[src/hw/rtl/http_response_head_parser_assert.svh]
// Assertion macros shared by the HTTP response head parser modules.
`ifndef HTTP_RESPONSE_HEAD_PARSER_ASSERT_SVH
`define HTTP_RESPONSE_HEAD_PARSER_ASSERT_SVH

// Same-cycle implication, sampled on clk_i and disabled while rst_ni is low.
`define HRHP_ASSERT_NOW(lbl, ante, cons, msg) \
  lbl: assert property (@(posedge clk_i) disable iff (!rst_ni) (ante) |-> (cons)) \
    else $error(msg);

// Next-cycle implication, sampled on clk_i and disabled while rst_ni is low.
`define HRHP_ASSERT_NEXT(lbl, ante, cons, msg) \
  lbl: assert property (@(posedge clk_i) disable iff (!rst_ni) (ante) |=> (cons)) \
    else $error(msg);

`endif

[src/hw/rtl/hrhp_pkg.sv]
// Types, character constants and codes of the HTTP response head parser.
`timescale 1ns / 1ps
package hrhp_pkg;

  localparam int unsigned OutLenW = 16;
  localparam int unsigned CodeW   = 10;
  localparam int unsigned VerPrefixLen = 7;

  localparam logic [7:0] CH_SP    = 8'h20;
  localparam logic [7:0] CH_CR    = 8'h0d;
  localparam logic [7:0] CH_LF    = 8'h0a;
  localparam logic [7:0] CH_COLON = 8'h3a;
  localparam logic [7:0] CH_ZERO  = 8'h30;
  localparam logic [7:0] CH_ONE   = 8'h31;
  localparam logic [7:0] CH_NINE  = 8'h39;

  typedef enum logic [3:0] {
    PH_VERSION  = 4'd0,
    PH_SP1      = 4'd1,
    PH_CODE     = 4'd2,
    PH_SP2      = 4'd3,
    PH_REASON   = 4'd4,
    PH_LINE     = 4'd5,
    PH_NAME     = 4'd6,
    PH_COLON_SP = 4'd7,
    PH_VALUE    = 4'd8,
    PH_ERROR    = 4'd9
  } phase_e;

  typedef enum logic [3:0] {
    CLS_VERSION     = 4'd0,
    CLS_SPACE       = 4'd1,
    CLS_CODE        = 4'd2,
    CLS_REASON      = 4'd3,
    CLS_LINE_END    = 4'd4,
    CLS_NAME        = 4'd5,
    CLS_COLON       = 4'd6,
    CLS_VALUE       = 4'd7,
    CLS_FINAL_CRLF  = 4'd8,
    CLS_AFTER_ERROR = 4'd9
  } class_e;

  typedef enum logic [2:0] {
    EV_NONE         = 3'd0,
    EV_STATUS_DONE  = 3'd1,
    EV_FIELD_DONE   = 3'd2,
    EV_HEADERS_DONE = 3'd3,
    EV_ERROR        = 3'd4
  } event_e;

  typedef enum logic [2:0] {
    ERR_NONE          = 3'd0,
    ERR_BAD_VERSION   = 3'd1,
    ERR_NO_SP_VERSION = 3'd2,
    ERR_NO_SP_CODE    = 3'd3,
    ERR_NO_SP_COLON   = 3'd4,
    ERR_CR_NO_LF      = 3'd5
  } err_e;

  typedef struct packed {
    logic [7:0] data_byte;
    logic       new_message;
  } in_beat_t;

  typedef struct packed {
    class_e              byte_class;
    event_e              event_res;
    err_e                error_kind;
    logic [CodeW-1:0]    status_code;
    logic [OutLenW-1:0]  name_length;
    logic [OutLenW-1:0]  value_length;
  } out_beat_t;

  // Fixed part of the version string, "HTTP/1." in order.
  function automatic logic [7:0] ver_char(logic [2:0] pos);
    logic [7:0] ch;
    unique case (pos)
      3'd0:    ch = 8'h48;
      3'd1:    ch = 8'h54;
      3'd2:    ch = 8'h54;
      3'd3:    ch = 8'h50;
      3'd4:    ch = 8'h2f;
      3'd5:    ch = 8'h31;
      3'd6:    ch = 8'h2e;
      default: ch = 8'h00;
    endcase
    return ch;
  endfunction

endpackage

[src/hw/rtl/hrhp_if.sv]
// Valid/ready channel interfaces for the parser's byte input and result output.
`timescale 1ns / 1ps
interface hrhp_in_if;
  logic       valid;
  logic       ready;
  logic [7:0] data_byte;
  logic       new_message;

  modport source (output valid, output data_byte, output new_message, input ready);
  modport sink   (input valid, input data_byte, input new_message, output ready);
endinterface

interface hrhp_out_if;
  logic        valid;
  logic        ready;
  logic [3:0]  byte_class;
  logic [2:0]  event_res;
  logic [2:0]  error_kind;
  logic [9:0]  status_code;
  logic [15:0] name_length;
  logic [15:0] value_length;

  modport source (output valid, output byte_class, output event_res, output error_kind,
                  output status_code, output name_length, output value_length,
                  input ready);
  modport sink   (input valid, input byte_class, input event_res, input error_kind,
                  input status_code, input name_length, input value_length,
                  output ready);
endinterface

[src/hw/rtl/hrhp_in_reg.sv]
// Input register stage that captures one byte beat ahead of the parser step.
`timescale 1ns / 1ps
module hrhp_in_reg (
  input  logic              clk_i,
  input  logic              rst_ni,
  input  logic              valid_i,
  output logic              ready_o,
  input  hrhp_pkg::in_beat_t beat_i,
  input  logic              adv_i,
  output logic              valid_o,
  output hrhp_pkg::in_beat_t beat_o
);
  import hrhp_pkg::*;

  logic     valid_q, valid_d;
  in_beat_t beat_q;

  // The stage can take a beat when empty or when its content moves on now.
  assign ready_o = !valid_q || adv_i;
  assign valid_d = (valid_i && ready_o) || (valid_q && !adv_i);

  always_ff @(posedge clk_i or negedge rst_ni) begin
    if (!rst_ni) begin
      valid_q <= 1'b0;
    end else begin
      valid_q <= valid_d;
    end
  end

  always_ff @(posedge clk_i) begin
    if (valid_i && ready_o) begin
      beat_q <= beat_i;
    end
  end

  assign valid_o = valid_q;
  assign beat_o  = beat_q;

endmodule

[src/hw/rtl/hrhp_core.sv]
// Parser state registers and the per-byte classification step.
`timescale 1ns / 1ps
module hrhp_core #(
  parameter int unsigned LENGTH_WIDTH = 16
) (
  input  logic               clk_i,
  input  logic               rst_ni,
  input  logic               fire_i,
  input  hrhp_pkg::in_beat_t  beat_i,
  output hrhp_pkg::out_beat_t res_o
);
  import hrhp_pkg::*;
  `include "http_response_head_parser_assert.svh"

  localparam logic [LENGTH_WIDTH-1:0] LenMax = {LENGTH_WIDTH{1'b1}};

  phase_e                  phase_q, phase_d, c_phase;
  logic [2:0]              match_q, match_d, c_match;
  logic [CodeW-1:0]        code_q, code_d, c_code;
  logic [1:0]              digits_q, digits_d, c_digits;
  logic                    stopped_q, stopped_d, c_stopped;
  logic [LENGTH_WIDTH-1:0] name_q, name_d, c_name;
  logic [LENGTH_WIDTH-1:0] value_q, value_d, c_value;
  logic                    cr_q, cr_d, c_cr;
  err_e                    held_q, held_d, c_held;

  logic [7:0]  b;
  logic [7:0]  digit_diff;
  logic        is_digit;
  err_e        fail;
  out_beat_t   res;

  assign b          = beat_i.data_byte;
  assign digit_diff = b - CH_ZERO;
  assign is_digit   = (b >= CH_ZERO) && (b <= CH_NINE);

  always_comb begin
    // A new message clears everything, a held error included, before the byte.
    if (beat_i.new_message) begin
      c_phase   = PH_VERSION;
      c_match   = '0;
      c_code    = '0;
      c_digits  = '0;
      c_stopped = 1'b0;
      c_name    = '0;
      c_value   = '0;
      c_cr      = 1'b0;
      c_held    = ERR_NONE;
    end else begin
      c_phase   = phase_q;
      c_match   = match_q;
      c_code    = code_q;
      c_digits  = digits_q;
      c_stopped = stopped_q;
      c_name    = name_q;
      c_value   = value_q;
      c_cr      = cr_q;
      c_held    = held_q;
    end

    phase_d   = c_phase;
    match_d   = c_match;
    code_d    = c_code;
    digits_d  = c_digits;
    stopped_d = c_stopped;
    name_d    = c_name;
    value_d   = c_value;
    cr_d      = c_cr;
    held_d    = c_held;

    res.byte_class   = CLS_AFTER_ERROR;
    res.event_res    = EV_NONE;
    res.error_kind   = ERR_NONE;
    res.status_code  = '0;
    res.name_length  = '0;
    res.value_length = '0;
    fail             = ERR_NONE;

    unique case (c_phase)
      PH_VERSION: begin
        res.byte_class = CLS_VERSION;
        if (c_match != 3'(VerPrefixLen)) begin
          if (b != ver_char(c_match)) begin
            fail = ERR_BAD_VERSION;
          end else begin
            match_d = c_match + 3'd1;
          end
        end else if (b == CH_ONE || b == CH_ZERO) begin
          match_d = '0;
          phase_d = PH_SP1;
        end else begin
          fail = ERR_BAD_VERSION;
        end
      end
      PH_SP1: begin
        res.byte_class = CLS_SPACE;
        if (b == CH_SP) begin
          phase_d   = PH_CODE;
          code_d    = '0;
          digits_d  = '0;
          stopped_d = 1'b0;
        end else begin
          fail = ERR_NO_SP_VERSION;
        end
      end
      PH_CODE: begin
        res.byte_class = CLS_CODE;
        // Accumulate leading digits only; the first non-digit freezes the code.
        if (!c_stopped && is_digit) begin
          code_d = {c_code[CodeW-4:0], 3'b000} + {c_code[CodeW-2:0], 1'b0}
                 + {{(CodeW-4){1'b0}}, digit_diff[3:0]};
        end else begin
          stopped_d = 1'b1;
        end
        if (c_digits >= 2'd2) begin
          phase_d = PH_SP2;
        end else begin
          digits_d = c_digits + 2'd1;
        end
      end
      PH_SP2: begin
        res.byte_class = CLS_SPACE;
        if (b == CH_SP) begin
          phase_d = PH_REASON;
          value_d = '0;
          cr_d    = 1'b0;
        end else begin
          fail = ERR_NO_SP_CODE;
        end
      end
      PH_REASON, PH_VALUE: begin
        if (c_cr) begin
          res.byte_class = CLS_LINE_END;
          if (b == CH_LF) begin
            cr_d             = 1'b0;
            res.value_length = OutLenW'(c_value);
            if (c_phase == PH_REASON) begin
              res.event_res   = EV_STATUS_DONE;
              res.status_code = c_code;
            end else begin
              res.event_res   = EV_FIELD_DONE;
              res.name_length = OutLenW'(c_name);
            end
            phase_d = PH_LINE;
            name_d  = '0;
            value_d = '0;
          end else begin
            fail = ERR_CR_NO_LF;
          end
        end else if (b == CH_CR) begin
          res.byte_class = CLS_LINE_END;
          cr_d           = 1'b1;
        end else begin
          res.byte_class = (c_phase == PH_REASON) ? CLS_REASON : CLS_VALUE;
          value_d        = (c_value == LenMax) ? c_value : c_value + 1'b1;
        end
      end
      PH_LINE: begin
        if (c_cr) begin
          res.byte_class = CLS_FINAL_CRLF;
          if (b == CH_LF) begin
            // End of head: back to the reset state for the next response.
            res.event_res = EV_HEADERS_DONE;
            phase_d   = PH_VERSION;
            match_d   = '0;
            code_d    = '0;
            digits_d  = '0;
            stopped_d = 1'b0;
            name_d    = '0;
            value_d   = '0;
            cr_d      = 1'b0;
            held_d    = ERR_NONE;
          end else begin
            fail = ERR_CR_NO_LF;
          end
        end else if (b == CH_CR) begin
          res.byte_class = CLS_FINAL_CRLF;
          cr_d           = 1'b1;
        end else if (b == CH_COLON) begin
          res.byte_class = CLS_COLON;
          name_d         = '0;
          phase_d        = PH_COLON_SP;
        end else begin
          res.byte_class = CLS_NAME;
          name_d         = {{(LENGTH_WIDTH-1){1'b0}}, 1'b1};
          phase_d        = PH_NAME;
        end
      end
      PH_NAME: begin
        if (b == CH_COLON) begin
          res.byte_class = CLS_COLON;
          phase_d        = PH_COLON_SP;
        end else begin
          res.byte_class = CLS_NAME;
          name_d         = (c_name == LenMax) ? c_name : c_name + 1'b1;
        end
      end
      PH_COLON_SP: begin
        res.byte_class = CLS_SPACE;
        if (b == CH_SP) begin
          phase_d = PH_VALUE;
          value_d = '0;
          cr_d    = 1'b0;
        end else begin
          fail = ERR_NO_SP_COLON;
        end
      end
      default: begin
        res.byte_class = CLS_AFTER_ERROR;
        res.error_kind = c_held;
      end
    endcase

    if (fail != ERR_NONE) begin
      held_d           = fail;
      phase_d          = PH_ERROR;
      res.byte_class   = CLS_AFTER_ERROR;
      res.event_res    = EV_ERROR;
      res.error_kind   = fail;
      res.status_code  = '0;
      res.name_length  = '0;
      res.value_length = '0;
    end
  end

  always_ff @(posedge clk_i or negedge rst_ni) begin
    if (!rst_ni) begin
      phase_q   <= PH_VERSION;
      match_q   <= '0;
      code_q    <= '0;
      digits_q  <= '0;
      stopped_q <= 1'b0;
      name_q    <= '0;
      value_q   <= '0;
      cr_q      <= 1'b0;
      held_q    <= ERR_NONE;
    end else if (fire_i) begin
      phase_q   <= phase_d;
      match_q   <= match_d;
      code_q    <= code_d;
      digits_q  <= digits_d;
      stopped_q <= stopped_d;
      name_q    <= name_d;
      value_q   <= value_d;
      cr_q      <= cr_d;
      held_q    <= held_d;
    end
  end

  assign res_o = res;

  `HRHP_ASSERT_NOW(a_error_phase_has_kind, phase_q == PH_ERROR, held_q != ERR_NONE, "error phase without a held error kind")
  `HRHP_ASSERT_NEXT(a_error_enters_phase, fire_i && res.event_res == EV_ERROR, phase_q == PH_ERROR, "error event did not enter the error phase")
  `HRHP_ASSERT_NEXT(a_code_three_bytes, fire_i && !beat_i.new_message && phase_q == PH_CODE && digits_q == 2'd2, phase_q == PH_SP2, "status code did not end after three bytes")

endmodule

[src/hw/rtl/hrhp_out_reg.sv]
// Result register stage that holds one result beat until the sink takes it.
`timescale 1ns / 1ps
module hrhp_out_reg (
  input  logic                clk_i,
  input  logic                rst_ni,
  input  logic                load_i,
  input  hrhp_pkg::out_beat_t  res_i,
  output logic                free_o,
  output logic                valid_o,
  input  logic                ready_i,
  output hrhp_pkg::out_beat_t  res_o
);
  import hrhp_pkg::*;

  logic      valid_q, valid_d;
  out_beat_t res_q;

  // A new result may enter when the register is empty or is being drained.
  assign free_o  = !valid_q || ready_i;
  assign valid_d = load_i || (valid_q && !ready_i);

  always_ff @(posedge clk_i or negedge rst_ni) begin
    if (!rst_ni) begin
      valid_q <= 1'b0;
    end else begin
      valid_q <= valid_d;
    end
  end

  always_ff @(posedge clk_i) begin
    if (load_i) begin
      res_q <= res_i;
    end
  end

  assign valid_o = valid_q;
  assign res_o   = res_q;

endmodule

[src/hw/rtl/http_response_head_parser.sv]
// Top level of the HTTP response head parser: one result beat per byte beat.
// A byte waits in the input register, then its result beat is held in the result register.
// One byte per cycle while the sink takes result beats; the parse step is combinational.
// Reset (rst_ni low, asynchronous) empties both stages and sets the parser to await a version.
`timescale 1ns / 1ps
module http_response_head_parser #(
  parameter int unsigned LENGTH_WIDTH = 16
) (
  input  logic             clk_i,
  input  logic             rst_ni,
  hrhp_in_if.sink          in_i,
  hrhp_out_if.source       out_o
);
  import hrhp_pkg::*;
  `include "http_response_head_parser_assert.svh"

  in_beat_t  in_beat, reg_beat;
  out_beat_t step_res, out_res;
  logic      reg_valid;
  logic      out_free;
  logic      adv;

  assign in_beat.data_byte   = in_i.data_byte;
  assign in_beat.new_message = in_i.new_message;

  // A byte is processed when it sits in the input register and the result slot is free.
  assign adv = reg_valid && out_free;

  hrhp_in_reg u_in_reg (
    .clk_i   (clk_i),
    .rst_ni  (rst_ni),
    .valid_i (in_i.valid),
    .ready_o (in_i.ready),
    .beat_i  (in_beat),
    .adv_i   (adv),
    .valid_o (reg_valid),
    .beat_o  (reg_beat)
  );

  hrhp_core #(
    .LENGTH_WIDTH (LENGTH_WIDTH)
  ) u_core (
    .clk_i  (clk_i),
    .rst_ni (rst_ni),
    .fire_i (adv),
    .beat_i (reg_beat),
    .res_o  (step_res)
  );

  hrhp_out_reg u_out_reg (
    .clk_i   (clk_i),
    .rst_ni  (rst_ni),
    .load_i  (adv),
    .res_i   (step_res),
    .free_o  (out_free),
    .valid_o (out_o.valid),
    .ready_i (out_o.ready),
    .res_o   (out_res)
  );

  assign out_o.byte_class   = out_res.byte_class;
  assign out_o.event_res    = out_res.event_res;
  assign out_o.error_kind   = out_res.error_kind;
  assign out_o.status_code  = out_res.status_code;
  assign out_o.name_length  = out_res.name_length;
  assign out_o.value_length = out_res.value_length;

  `HRHP_ASSERT_NOW(a_err_iff_after_error, out_o.valid, (out_res.byte_class == CLS_AFTER_ERROR) == (out_res.error_kind != ERR_NONE), "error kind disagrees with byte class")
  `HRHP_ASSERT_NOW(a_code_only_on_status, out_o.valid && out_res.event_res != EV_STATUS_DONE, out_res.status_code == '0, "status code shown outside status line done")
  `HRHP_ASSERT_NOW(a_name_only_on_field, out_o.valid && out_res.event_res != EV_FIELD_DONE, out_res.name_length == '0, "name length shown outside field done")

endmodule

[src/flat_wrapper.sv]
// flat-port wrapper written by rule: the top's interface ports become plain ports
module http_response_head_parser_flat import hrhp_pkg::*;
#(
  parameter int unsigned LENGTH_WIDTH = 16
)
  (clk_i, rst_ni, in_i_valid, in_i_data_byte, in_i_new_message, in_i_ready, out_o_valid, out_o_byte_class, out_o_event_res, out_o_error_kind, out_o_status_code, out_o_name_length, out_o_value_length, out_o_ready);
  hrhp_in_if in_i_i ();
  hrhp_out_if out_o_i ();
  input  logic clk_i;
  input  logic rst_ni;
  input wire logic [$bits(in_i_i.valid)-1:0] in_i_valid;
  input wire logic [$bits(in_i_i.data_byte)-1:0] in_i_data_byte;
  input wire logic [$bits(in_i_i.new_message)-1:0] in_i_new_message;
  output wire logic [$bits(in_i_i.ready)-1:0] in_i_ready;
  output wire logic [$bits(out_o_i.valid)-1:0] out_o_valid;
  output wire logic [$bits(out_o_i.byte_class)-1:0] out_o_byte_class;
  output wire logic [$bits(out_o_i.event_res)-1:0] out_o_event_res;
  output wire logic [$bits(out_o_i.error_kind)-1:0] out_o_error_kind;
  output wire logic [$bits(out_o_i.status_code)-1:0] out_o_status_code;
  output wire logic [$bits(out_o_i.name_length)-1:0] out_o_name_length;
  output wire logic [$bits(out_o_i.value_length)-1:0] out_o_value_length;
  input wire logic [$bits(out_o_i.ready)-1:0] out_o_ready;
  assign in_i_i.valid = in_i_valid;
  assign in_i_i.data_byte = in_i_data_byte;
  assign in_i_i.new_message = in_i_new_message;
  assign in_i_ready = in_i_i.ready;
  assign out_o_valid = out_o_i.valid;
  assign out_o_byte_class = out_o_i.byte_class;
  assign out_o_event_res = out_o_i.event_res;
  assign out_o_error_kind = out_o_i.error_kind;
  assign out_o_status_code = out_o_i.status_code;
  assign out_o_name_length = out_o_i.name_length;
  assign out_o_value_length = out_o_i.value_length;
  assign out_o_i.ready = out_o_ready;
  http_response_head_parser #(.LENGTH_WIDTH(LENGTH_WIDTH)) u_core (.clk_i(clk_i), .rst_ni(rst_ni), .in_i(in_i_i), .out_o(out_o_i));
endmodule
[config.mk]
export PLATFORM = sky130hd
export DESIGN_NAME = http_response_head_parser_flat
export DESIGN_NICKNAME = d
export VERILOG_FILES = /design/src/hw/rtl/hrhp_pkg.sv /design/src/hw/rtl/hrhp_if.sv /design/src/hw/rtl/hrhp_in_reg.sv /design/src/hw/rtl/hrhp_core.sv /design/src/hw/rtl/hrhp_out_reg.sv /design/src/hw/rtl/http_response_head_parser.sv /design/src/flat_wrapper.sv
export VERILOG_INCLUDE_DIRS = /design/src /design/src/hw/rtl
export SDC_FILE = /design/constraint.sdc
export NUM_CORES = 1
export LEC_CHECK = 0
export BUFFER_PORTS_ARGS = -buffer_cell sky130_fd_sc_hd__buf_2
export CORE_MARGIN = 2
export CORE_UTILIZATION = 65
export CTS_BUF_LIST = sky130_fd_sc_hd__clkbuf_4 sky130_fd_sc_hd__clkbuf_8 sky130_fd_sc_hd__clkbuf_16
export CTS_CLUSTER_SIZE = 24
export DETAILED_ROUTE_END_ITERATION = 6
export MAX_ROUTING_LAYER = met4
export PLACE_DENSITY = 0.95
export SETUP_SLACK_MARGIN = 0.5
export SKIP_CTS_REPAIR_TIMING = 1
export SYNTH_ARGS = -nofsm -noshare
export SYNTH_HDL_FRONTEND = slang
export SYNTH_HIERARCHICAL = 1
export SYNTH_SLANG_ARGS = --single-unit
[constraint.sdc]
create_clock -name clk_i -period 10.1 [get_ports clk_i]
set_clock_uncertainty 0.2 [all_clocks]
set_input_delay 0 -clock clk_i [delete_from_list [all_inputs] [get_ports clk_i]]
set_output_delay 0 -clock clk_i [all_outputs]
set_load 0.005 [all_outputs]
==> metrics.md, run 1 <==
| Metric | Value |
|---|---|
| Ports | 67 |
| Post-synth EDFFs | 61 |
| DR DRC count | 0 |
| Critical Path AT | 4.16 ns |
| Count of different cell masters after synthesis | 96 |
| Mapped Avg Cell Area | 9.96 um^2 |
| Fmax | 0.253 GHz |
| Setup Total Neg Slack | 0 ns |
| Critical Path Slowest Stage Cell | fa_1 |
| Final period util | 39.1% |
| Required time worst endpoint | 10.31 ns |
| # rows | 38 |
| Starting Density | 65.9% |
| Critical setup path kind | register to register |
| Htree depth | 4 |
| Clock transition at the registers of the reported paths | 0.06 ns |
| Final hold viol count | 37 |
| Final hold slack | -0.0225 ns |
| Post-Place Cell Area | 7450 um^2 |
| CP max stage delay | 0.54 ns |
| Clk root buf | clkbuf_8 |
| ANT nets after route | 0 |
| Max Slew Vio Count | 0 |
| Flop2flop setup slack | 6.15 ns |
| Post-synth top flop | edfxtp_1 |
| R2r startpoint | u_core/u_in_reg/beat_o[0] |
| DIE HEIGHT | 108 um |
| Failing checks | hold timing, capacitance limit |
| Maximum vdd ir drop | 0.0000982 V |
| Post-synthesis async set-or-reset flop share | 48.7% |
| Dpl hpwl | 11,900 um |
| Pin count of the biggest net entering global routing | 64 |
| Vias per cell | 6.87 |
| Initial antenna violation count | 0 |
| Number of global-route vias before repair | 6,156 |
| Crit end category | register |
| All-Layer GR Usage | 34.1% |
| Slew headroom | 1.22% |
| Cell area after technology mapping | 7080 um^2 |
| Die ar. | 11,700 um^2 |
| Worst R2R End | u_core/u_core/code_q[8] |
| Fin area | 8200 um^2 |
| Sink Count | 119 |
| Worst slew pin tran | 1.47 ns |
| Core Region | 10,700 um^2 |
| Crit path time final | 3.95 ns |
| Syn_nets | 743 |
| Synth warn | 6 |
| DR iter-0 viols | 832 |
| HP Class | primary input to async pin |
| RePlAce Congestion | 0.942 |
| Worst-path fanout max | 63 |
| Nets | 806 |
| Die extent in x | 108 um |
| Leakage power | 3.48 nW |
| Area grow syn2layout | 15.7% |
| Port Buffers | 66 |
| Critical Path Source Type | register |
| PwrDens | 182 nW/um^2 |
| Total power | 1.49 mW |
| Post-synthesis sequential area ratio | 46.4% |
| Flop and latch count out of synthesis | 119 |
| Reg2Reg Depth | 14 |
| Setup violations, final | 0 |
| Maxcap violations | 1 |
| RSZ-0062 raised after global routing | false |
| Run status | complete, but fails checks |
| Ant. Diodes | 0 |
| GRT overflow | 0 |
| Clock Latency Late Sink | 0.53 ns |
| Global-route wire length before repair | 30,000 um |
| Clk buf depth | 2 |
| Syn Inst Count | 711 |
| Detailed-route via count | 6,371 |
| CP Cell Sequence | buf_4 -> inv_1 -> buf_4 -> nand2_1 -> fa_1 -> inv_1 -> fa_1 -> a21o_1 -> a21oi_1 -> o21ai_0 -> xnor2_1 -> o211a_1 -> o21ai_1 -> a21o_1 |
| CTS tree | yes |
| Share of cells above drive strength 1 | 17.2% |
| First-pass iteration count of the detailed router | 6 |
| CTS Buf Count | 17 |
| Overall routed net length | 18,800 um |
| Mean routed wirelength per cell | 20.3 um |
[through the flow]
| stage | hold WS (ns) | worst slack, ns | util [%] | std cells |
|---|---|---|---|---|
| after global placement | -0.0228 | 6.40 | 69.4 | 881 |
| after floorplan | -0.496 | 6.43 | - | 711 |
| after detailed placement | -0.0219 | 6.26 | 69.4 | 881 |
| after CTS | -0.565 | 6.25 | 75.0 | 913 |
| after global routing | -0.00596 | 6.02 | 76.3 | 927 |
| final | -0.0225 | 6.15 | 76.3 | 927 |
[flip-flops by register name (all words and copies together) (netlist names)]
| signal | flops |
|---|---|
| u_core/u_out_reg/valid_o | 1 |
| u_core/u_core/digits_q | 2 |
| u_core/u_core/code_q | 10 |
| u_core/u_core/cr_q | 1 |
| u_core/u_core/held_q | 3 |
| u_core/u_core/match_q | 3 |
| u_core/u_in_reg/valid_o | 1 |
| u_core/u_core/name_q | 16 |
| u_core/u_out_reg/res_o | 52 |
| u_core/u_in_reg/beat_o | 9 |
| u_core/u_core/phase_q | 4 |
| u_core/u_core/stopped_q | 1 |
| u_core/u_core/value_q | 16 |
[power breakdown]
part	internal [mW]	switching, mW	leakage (nW)
clock network	0.400	0.218	0.289
registers	0.561	0.0392	1.40
logic	0.0994	0.172	1.79
[synth_stat cells (all sizes together) (4+ instances only)]
master,number,area share [%]
nand2,65,3.5
o21ai,62,4.5
edfxtp,61,26
dfrtp,58,20
nor2,47,2.8
a21oi,39,2.9
and2,29,2.6
and3,27,2.4
buf,23,1.7
nand3,22,1.6
inv,19,1.0
clkbuf,17,0.90
ha,17,3.0
nor2b,17,1.6
a31oi,15,1.3
nor3,15,1.2
a21o,12,1.3
nand2b,11,1.2
o31ai,10,1.4
xnor2,8,0.99
a22o,7,0.87
a211oi,6,0.78
nand4b,6,0.74
o2bb2ai,6,0.74
a31o,5,0.62
nand4,5,0.44
nor4,5,0.53
o41ai,5,0.62
nand3b,4,0.42
o211ai,4,0.42
o21a,4,0.42
or3,4,0.35
xor2,4,0.49
[cells by family (layout without fill, tap and decap cells)]
logic type | count (synthesis) | count (layout) | synth area share, %
DFF | 119 | 119 | 46.4
xor gates and xnor gates | 12 | 12 | 1.48
and+or+nand+nor | 281 | 281 | 23.0
adders and majority gates | 19 | 19 | 3.57
AOI/OAI and AO/OA | 216 | 216 | 21.4
buffers and inverters | 60 | 136 | 3.64
muxes | 4 | 4 | 0.583
[cell usage in the layout (no fill, tap or decap), types with 15 or more instances in the layout]
cell type and n:
a21oi_1 36, a31oi_1 15, and2_1 26, and3_1 27, buf_2 66, clkbuf_16 16, dfrtp_1 58, edfxtp_1 61
ha_1 17, inv_1 19, nand2_1 64, nand3_1 22, nor2_1 45, nor2b_1 16, o21ai_0 32, o21ai_1 29
[worst max-delay path: cells and delay by family, from the launching register on]
kind / cells / cell delay, ns
adder cells (fa/ha/maj): 2 / 1.00
AO/OA/AOI/OAI: 6 / 0.99
buffers and inverters: 4 / 0.86
flip-flops: 1 / 0.36
AND/OR/NAND/NOR: 1 / 0.20
XOR/XNOR: 1 / 0.20
[cell type report]
cell class,count,area (um^2)
inverters,20,75.1
multi-input cells,532,3560
flip-flops and latches,119,3280
clock buffers,18,422
fillers,700,2550
repair buffers,84,500
clock inverters,14,183
well taps,140,175
[metal layers]
layer  part of all wire (%)  up-vias  global-route usage (%)  routed length, um
met4                    4.0        0                    16.8                757
met1                     38     3005                    42.0               7180
met3                    9.4       86                    6.15               1770
li1                       -     2809                       -                  -
met2                     48      471                    54.5               9070
met5                      0        -                       -                  0
[how the worst max path moves through the flow]
stage / start / endpoint / slack (ns) / cells past startpoint
global placement: u_core/u_in_reg/beat_o[0] / u_core/u_core/code_q[8] / 6.40 / 14
detailed placement: u_core/u_in_reg/beat_o[0] / u_core/u_core/code_q[8] / 6.26 / 14
floorplan: u_core/u_in_reg/beat_o[0] / u_core/u_core/code_q[8] / 6.43 / 16
CTS: u_core/u_in_reg/beat_o[0] / u_core/u_core/code_q[8] / 6.25 / 14
global route: u_core/u_in_reg/beat_o[0] / u_core/u_core/code_q[8] / 6.02 / 14
finish: u_core/u_in_reg/beat_o[0] / u_core/u_core/code_q[8] / 6.15 / 14
No activity file was read; power rests on OpenSTA's default activity.
==> inputs of run 2 (changes only) <==
- CORE_UTILIZATION: 65 -> 54
- PLACE_DENSITY: 0.95 -> 0.86
- clock period: 10.1 -> 3.4 ns (I/O delays scaled with it)
==> run 2 against run 1 <==
Compared with the run above: the flow now finishes without violations; core utilization shrank 6.9 points; non-clock buffer count increased by 53; first-iteration DRC count is 12% lower; via count grew 0.71%; wire length rose by 4.0%; count of clock-buffer cells in the layout down 1; sequential share of layout area shrank 2.9 points; global-route usage down 6.6 points; power rose to 3.0 times the previous value; die area up 20%; clock power rose to 2.9 times the previous value.
==> metrics.md, run 2 (synthesized netlist as in run 1, its figures left out) <==
| Metric | Value |
|---|---|
| PwrDens | 506 nW/um^2 |
| Largest register FFs | 52 |
| # rows | 41 |
| Initial antenna violation count | 0 |
| Most common cell after layout, fill and taps aside | buf_2 |
| Most frequent cells in the layout | buf_2 (66), nand2_1 (62), edfxtp_1 (61) |
| CTS tree | yes |
| Leakage power | 3.80 nW |
| Ant. Diodes | 0 |
| Final setup margin | 0.309 ns |
| Overall routed net length | 19,500 um |
| Sink Count | 119 |
| Required time worst endpoint | 3.51 ns |
| Dpl hpwl | 12,600 um |
| First-pass iteration count of the detailed router | 5 |
| Htree depth | 4 |
| DR iter-0 viols | 735 |
| Maxcap violations | 0 |
| RSZ-0062 raised after global routing | true |
| Clock Latency Late Sink | 0.42 ns |
| ANT nets after route | 0 |
| Core Region | 12,700 um^2 |
| Nets | 859 |
| Final period util | 90.9% |
| Setup Slack @ Placement | 0.212 ns |
| Share of cells above drive strength 1 | 25.6% |
| Fin area | 8830 um^2 |
| Run status | completed |
| Post-Place Cell Area | 7720 um^2 |
| Final hold viol count | 0 |
| Clk root buf | clkbuf_16 |
| Final core occ | 69.4% |
| Die ar. | 14,000 um^2 |
| GRT overflow | 0 |
| Worst-path fanout max | 7 |
| All-Layer GR Usage | 27.5% |
| Crit end category | register |
| Clk buf depth | 2 |
| HP Class | primary input to async pin |
| CTS Buf Count | 17 |
| Total power | 4.47 mW |
| Clock transition at the registers of the reported paths | 0.06 ns |
| Worst slew pin tran | 0.941 ns |
| Fillers | 942 |
| Mean routed wirelength per cell | 19.3 um |
| Fmax | 0.323 GHz |
| Critical setup path kind | register to register |
| Starting Density | 55.7% |
| DR DRC count | 0 |
| Global-route wire length before repair | 30,100 um |
| Crit path time final | 3.09 ns |
| Max Slew Vio Count | 0 |
| Setup violations, final | 0 |
| Pin count of the biggest net entering global routing | 109 |
| RePlAce Congestion | 1.00 |
| Detailed-route via count | 6,416 |
| Critical Path AT | 3.20 ns |
| Setup Total Neg Slack | 0 ns |
| Die extent in x | 119 um |
| Critical Path Source Type | register |
| DIE HEIGHT | 119 um |
| Number of global-route vias before repair | 5,894 |
| Slew headroom | 37.3% |
| Area grow syn2layout | 24.7% |
| Port Buffers | 66 |
| Vias per cell | 6.35 |
| Ports | 67 |
| Maximum vdd ir drop | 0.000366 V |
## run 2: cell types whose count changed in the layout (fill, tap and decap cells not counted), sizes merged
cell         delta
buf            +54
clkinv          +3
dlygate4sd3     -2
bufinv          -1
clkinvlp        -1
inv             -1
## run 2: layout make-up
| cell class | count | area, um^2 | area share (%) |
|---|---|---|---|
| clock buffers | 17 | 425 | 4.82 |
| clock inverters | 14 | 160 | 1.81 |
| inverters | 20 | 80.1 | 0.907 |
| multi-input cells | 532 | 3710 | 42.0 |
| flip-flops and latches | 119 | 3280 | 37.2 |
| well taps | 172 | 215 | 2.44 |
| repair buffers | 137 | 963 | 10.9 |
## run 2: routing by layer
metal | wire [um] | vias up | track usage (%)
met5 | 0 | - | -
met4 | 534 | 0 | 11.4
met3 | 1800 | 72 | 5.07
met2 | 9130 | 398 | 40.2
met1 | 8070 | 3038 | 37.9
li1 | - | 2908 | -
## run 2: path summary, 6_finish.rpt
path	from	end	slack, ns	depth (start not counted)
setup reg to reg	u_core/u_in_reg/beat_o[0]	u_core/u_core/code_q[8]	0.31	13
hold / removal	rst_ni	u_core/u_core/code_q[2]	0.05	2
min in group clk_i	in_i_data_byte[7]	u_core/u_in_reg/beat_o[8]	0.09	2
max in group asynchronous	rst_ni	u_core/u_core/name_q[0]	2.11	3
setup / recovery	u_core/u_in_reg/beat_o[0]	u_core/u_core/code_q[8]	0.31	13
hold reg to reg	u_core/u_core/held_q[2]	u_core/u_core/held_q[2]	0.30	1
## run 2: critical path, cell delays in order (launching register included)
cell and delay [ns]:
edfxtp_1 0.40, clkinv_4 0.11, nand2_1 0.12, inv_1 0.08, ha_1 0.31, ha_1 0.26, fa_2 0.37, a21o_1 0.18
a21oi_2 0.16, o21ai_1 0.10, xnor2_1 0.23, o211a_1 0.17, o21ai_1 0.06, a21o_1 0.21
## run 2: power by group
group          switching (mW)  total [mW]  internal [mW]
registers              0.0914        1.76           1.67
clock network           0.642        1.78           1.14
logic                   0.555       0.932          0.377
total                    1.29        4.47           3.18
## run 2: per-stage QoR
| stage | instances | hold slack [ns] |
|---|---|---|
| floorplan | 711 | -0.496 |
| global placement | 939 | -0.0233 |
| detailed placement | 939 | -0.0219 |
| CTS | 970 | -0.459 |
| global route | 1011 | 0.0968 |
| finish | 1011 | 0.0536 |
